==> src/rtl/core/rete_pkg.sv <==
`default_nettype none

package rete_pkg;

    localparam int FIELD_BITS    = 20;
    localparam int READ_BITS     = 16;
    localparam int IDENT_BITS    = 17;
    localparam int FRAC_BITS     = 16;
    localparam int APB_ADDR_BITS = 5;
    localparam int APB_DATA_BITS = 32;

    typedef logic [FIELD_BITS-1:0] t_pos;
    typedef logic [READ_BITS-1:0]  t_read_idx;
    typedef logic [IDENT_BITS-1:0] t_ident;

    typedef struct packed {
        t_pos      aligned_matches;
        t_pos      other_bases;
        t_pos      query_gap_bases;
        t_pos      target_gap_bases;
        t_read_idx query_read;
        t_pos      query_length;
        t_pos      query_begin;
        t_pos      query_finish;
        t_read_idx target_read;
        t_pos      target_length;
        t_pos      target_begin;
        t_pos      target_finish;
    } t_rec;

    typedef struct packed {
        logic query_updated;
        t_pos query_left;
        t_pos query_right;
        logic query_long_enough;
        logic target_updated;
        t_pos target_left;
        t_pos target_right;
        logic target_long_enough;
    } t_res;

    typedef struct packed {
        t_ident identity_q16;
        t_pos   end_slack;
        t_pos   min_match;
        t_pos   middle_offset;
        t_pos   min_trimmed_length;
    } t_cfg;

    localparam logic [2:0] REG_IDENTITY      = 3'd0;
    localparam logic [2:0] REG_END_OFFSET    = 3'd1;
    localparam logic [2:0] REG_MIN_MATCH     = 3'd2;
    localparam logic [2:0] REG_MIDDLE_OFFSET = 3'd3;
    localparam logic [2:0] REG_MIN_TRIMMED   = 3'd4;

    localparam t_ident IDENTITY_RESET      = 17'd64225;
    localparam t_pos   END_OFFSET_RESET    = 20'd2;
    localparam t_pos   MIN_MATCH_RESET     = 20'd50;
    localparam t_pos   MIDDLE_OFFSET_RESET = 20'd50;
    localparam t_pos   MIN_TRIMMED_RESET   = 20'd2000;

    typedef enum logic [2:0] {
        S_IDLE,
        S_ADDR,
        S_QUERY,
        S_TARGET,
        S_OUT
    } t_state;

    typedef struct packed {
        logic rd_en;
        logic wr_en;
    } t_mem_ctl;

endpackage

`default_nettype wire

==> src/rtl/core/rete_cfg_regs.sv <==
`default_nettype none

module rete_cfg_regs
    import rete_pkg::*;
(
    input  logic                     i_clk,
    input  logic                     i_rst_n,
    input  logic                     psel,
    input  logic                     penable,
    input  logic                     pwrite,
    input  logic [APB_ADDR_BITS-1:0] paddr,
    input  logic [APB_DATA_BITS-1:0] pwdata,
    output logic [APB_DATA_BITS-1:0] prdata,
    output logic                     pready,
    output t_cfg                     o_cfg
);

    t_cfg       r_cfg;
    logic       wr_en;
    logic [2:0] reg_sel;

    assign reg_sel = paddr[4:2];
    assign wr_en   = psel && penable && pwrite;
    assign pready  = 1'b1;
    assign o_cfg   = r_cfg;

    always_ff @(posedge i_clk) begin
        if (!i_rst_n) begin
            r_cfg.identity_q16       <= IDENTITY_RESET;
            r_cfg.end_slack          <= END_OFFSET_RESET;
            r_cfg.min_match          <= MIN_MATCH_RESET;
            r_cfg.middle_offset      <= MIDDLE_OFFSET_RESET;
            r_cfg.min_trimmed_length <= MIN_TRIMMED_RESET;
        end else if (wr_en) begin
            unique case (reg_sel)
                REG_IDENTITY:      r_cfg.identity_q16       <= IDENT_BITS'(pwdata);
                REG_END_OFFSET:    r_cfg.end_slack          <= FIELD_BITS'(pwdata);
                REG_MIN_MATCH:     r_cfg.min_match          <= FIELD_BITS'(pwdata);
                REG_MIDDLE_OFFSET: r_cfg.middle_offset      <= FIELD_BITS'(pwdata);
                REG_MIN_TRIMMED:   r_cfg.min_trimmed_length <= FIELD_BITS'(pwdata);
                default: begin
                end
            endcase
        end
    end

    always_comb begin
        unique case (reg_sel)
            REG_IDENTITY:      prdata = APB_DATA_BITS'(r_cfg.identity_q16);
            REG_END_OFFSET:    prdata = APB_DATA_BITS'(r_cfg.end_slack);
            REG_MIN_MATCH:     prdata = APB_DATA_BITS'(r_cfg.min_match);
            REG_MIDDLE_OFFSET: prdata = APB_DATA_BITS'(r_cfg.middle_offset);
            REG_MIN_TRIMMED:   prdata = APB_DATA_BITS'(r_cfg.min_trimmed_length);
            default:           prdata = '0;
        endcase
    end

endmodule

`default_nettype wire

==> config.mk <==
export PLATFORM = sky130hd
export DESIGN_NAME = rete_cfg_regs
export DESIGN_NICKNAME = d
export VERILOG_FILES = /design/src/rtl/core/rete_pkg.sv /design/src/rtl/core/rete_cfg_regs.sv
export SDC_FILE = /design/constraint.sdc
export NUM_CORES = 1
export LEC_CHECK = 0
export BUFFER_PORTS_ARGS = -buffer_cell sky130_fd_sc_hd__buf_2
export CAP_MARGIN = 10
export CELL_PAD_IN_SITES_DETAIL_PLACEMENT = 0
export CELL_PAD_IN_SITES_GLOBAL_PLACEMENT = 1
export CORE_MARGIN = 2
export CORE_UTILIZATION = 37
export DETAILED_ROUTE_END_ITERATION = 10
export GPL_ROUTABILITY_DRIVEN = 1
export MAX_ROUTING_LAYER = met4
export PLACE_DENSITY_LB_ADDON = 0.05
export SLEW_MARGIN = 20
export SYNTH_ARGS = -nofsm -noshare
export SYNTH_HDL_FRONTEND = slang
export SYNTH_SLANG_ARGS = --single-unit
==> constraint.sdc <==
create_clock -name i_clk -period 1.2 [get_ports i_clk]
set_clock_uncertainty 0.15 [all_clocks]
set_input_delay 0.12 -clock i_clk [delete_from_list [all_inputs] [get_ports i_clk]]
set_output_delay 0.12 -clock i_clk [all_outputs]
set_load 0.01 [all_outputs]
==> results.json <==
{
  "crit_required_ns": 0.93,
  "final.setup.tns_ns": -6.69,
  "top_usage_layer": "met2",
  "met3_usage": 0.0379,
  "grt_antenna_before_repair": 0,
  "via_per_inst": 4.86,
  "num-nets-final": 738,
  "area_growth_pct": 52.9,
  "die_w_um": 116,
  "ys_seq_area_frac": 0.415,
  "antenna_cells": 0,
  "holdCritStartpoint": "pwdata[3]",
  "numCtsBuffers": 9,
  "total_power_mw": 7.16,
  "cap_viol_max_count": 0,
  "hold_depth": 3,
  "final_area_mm2": 0.00716,
  "syn_area_per_cell_um2": 9.81,
  "initial_core_util": 0.375,
  "swShare": 0.232,
  "fin_cells": 872,
  "place_hpwl_um": 10600,
  "vias": 4242,
  "setup_violations": 20,
  "dp_slack_ns": -0.332,
  "ys_ff_latch": 97,
  "fin_crit_sh": 1.35,
  "cp-start-kind": "flop",
  "r2r_slack_ns": 0.29,
  "combinationalPowerShare": 0.117,
  "place_area_mm2": 0.00616,
  "synth.distinct_cells": 28,
  "tritoncts": "built",
  "clkTransAtPathRegs_ns": 0.06,
  "io_pins": 172,
  "wl_um": 15100,
  "vdd_drop_max_mv": 0.793,
  "hold_slack_ns": 0.0259,
  "wl_per_cell_um": 17.4,
  "yosys_warnings": 0,
  "fillers": 1112,
  "p_switching_mw": 1.66,
  "drc": 0,
  "cp.arrival_ns": 1.35,
  "first_global_vias": 4239,
  "core_mm2": 0.0125,
  "setup_slack_ns": -0.424,
  "clock_latency_ns": 0.34,
  "report.final.slew_viol_count": 0,
  "use_met2": 0.378,
  "grt_max_degree": 56,
  "violations": "setup timing",
  "reg2reg_depth": 3,
  "fin_crit_ns": 1.62,
  "grtUsageMet1": 0.285,
  "r2r-start": "o_cfg[44]",
  "finalHoldViolCount": 0,
  "numPortBuffers": 144,
  "power_density_mw_per_mm2": 1000,
  "min_to": "o_cfg[83]",
  "r2r_end": "o_cfg[44]",
  "power_leakage_nw": 3.23,
  "synth_top_area_share": 0.415,
  "root_buffer": "clkbuf_16",
  "htreeDepth": 3,
  "place_congestion": 0.840,
  "p_clk_frac": 0.427,
  "async_reset_ff_frac": 0,
  "hp-class": "input port to flop",
  "cts.sinks": 97,
  "core.rowCount": 41,
  "critPathCaptureType": "output pin",
  "fin_util": 0.574,
  "ys_top_cells_by_area": "dfxtp_1, mux2i_1, nand2_1, mux2_4, a22oi_1",
  "synthFlopType": "dfxtp_1",
  "crit_type": "flop to output pin",
  "internal_power_mw": 5.50,
  "drt-initial-drc-count": 221,
  "grt_pass1_wl_um": 22800,
  "critPathMaxFanout": 2,
  "p_seq_frac": 0.456,
  "grt_use_total": 0.231,
  "syn-instance-count": 477,
  "layout-drive-gt1-share": 0.504,
  "layout_commonest_cell": "buf_2",
  "postRouteAntennaNets": 0,
  "cts.path.max_buffers": 2,
  "synth_largest_area_cell": "dfxtp_1",
  "largest_register_ffs": 97,
  "dp_cells": 831,
  "first_pass_iters": 4,
  "synth_edf_count": 0,
  "fmax_mhz": 616,
  "final_cell_mix": "buf_2, nand2_1, mux2i_1",
  "rsz0062_at_grt": "true",
  "syn-cell-area_mm2": 0.00468,
  "outcome": "finished, violations left",
  "grt_overflow": 0,
  "die_height_um": 116,
  "die-area_mm2": 0.0136
}
## logic make-up (layout without fill, tap and decap cells)
| kind of cell | Yosys count | in the layout | synth area share |
|---|---|---|---|
| compound gates | 67 | 67 | 0.113 |
| flops | 97 | 97 | 0.415 |
| simple gates | 140 | 140 | 0.143 |
| other cells | 2 | 13 | 0.00160 |
| buf+inv | 64 | 276 | 0.0839 |
| mux | 107 | 107 | 0.244 |
## worst max path at each step
stage	startpoint	to	slack, ns	cells after the start
2_1_floorplan	paddr[2]	prdata[2]	-0.009	5
3_3_place_gp	paddr[2]	prdata[0]	-0.30	6
3_5_place_dp	paddr[2]	prdata[9]	-0.33	6
4_1_cts	o_cfg[54]	prdata[14]	-0.44	4
5_1_grt	o_cfg[54]	prdata[14]	-0.48	4
6_report	o_cfg[34]	prdata[14]	-0.42	4
## critical path, cell delays in order, from the launching register on
cell,delay [ns]
dfxtp_2,0.33
mux2_4,0.26
a22oi_2,0.16
o22ai_2,0.11
buf_2,0.15
## per-layer routing
layer	part of all wire	vias to the layer above
li1	-	2084
met1	0.45	2015
met2	0.48	124
met3	0.055	19
met4	0.017	0
met5	0	-
## timing repair
item                                    4_1_cts  5_1_grt
hold buffers                                 19        0
buffers inserted                              8        4
endpoints found under the setup margin       39       68
pin swaps                                    17        7
gates resized for setup                      63       62
hold endpoints to repair                     80        0
## cell usage after synthesis (10+ instances only)
cell type,number
o211ai_1,10
mux2i_1,91
clkbuf_1,14
mux2_4,13
o22ai_1,20
buf_4,19
nand2_1,95
a22oi_1,25
dfxtp_1,97
buf_2,11
nor2b_1,23
nand3_1,11
a22oi_2,10
inv_1,11
## power groups by stage
| stage | sequential (mW) | combinational, mW | clock, mW |
|---|---|---|---|
| after floorplan | 3.35 | 0.439 | 0 |
| after global placement | 3.34 | 0.746 | 0 |
| after detailed placement | 3.34 | 0.750 | 0 |
| after CTS | 3.26 | 0.824 | 3.14 |
| after global routing | 3.27 | 0.900 | 3.27 |
| final | 3.27 | 0.838 | 3.06 |
## cell type report
type | instances | area [um2] | area share
Clock buffer | 12 | 246 | 0.0344
Clock inverter | 3 | 65.1 | 0.00909
Inverter | 11 | 41.3 | 0.00577
Multi-Input combinational cell | 327 | 2570 | 0.359
Sequential cell | 97 | 2000 | 0.280
Tap cell | 172 | 215 | 0.0301
Timing Repair Buffer | 250 | 2020 | 0.282
(Power assumes the default switching activity.)
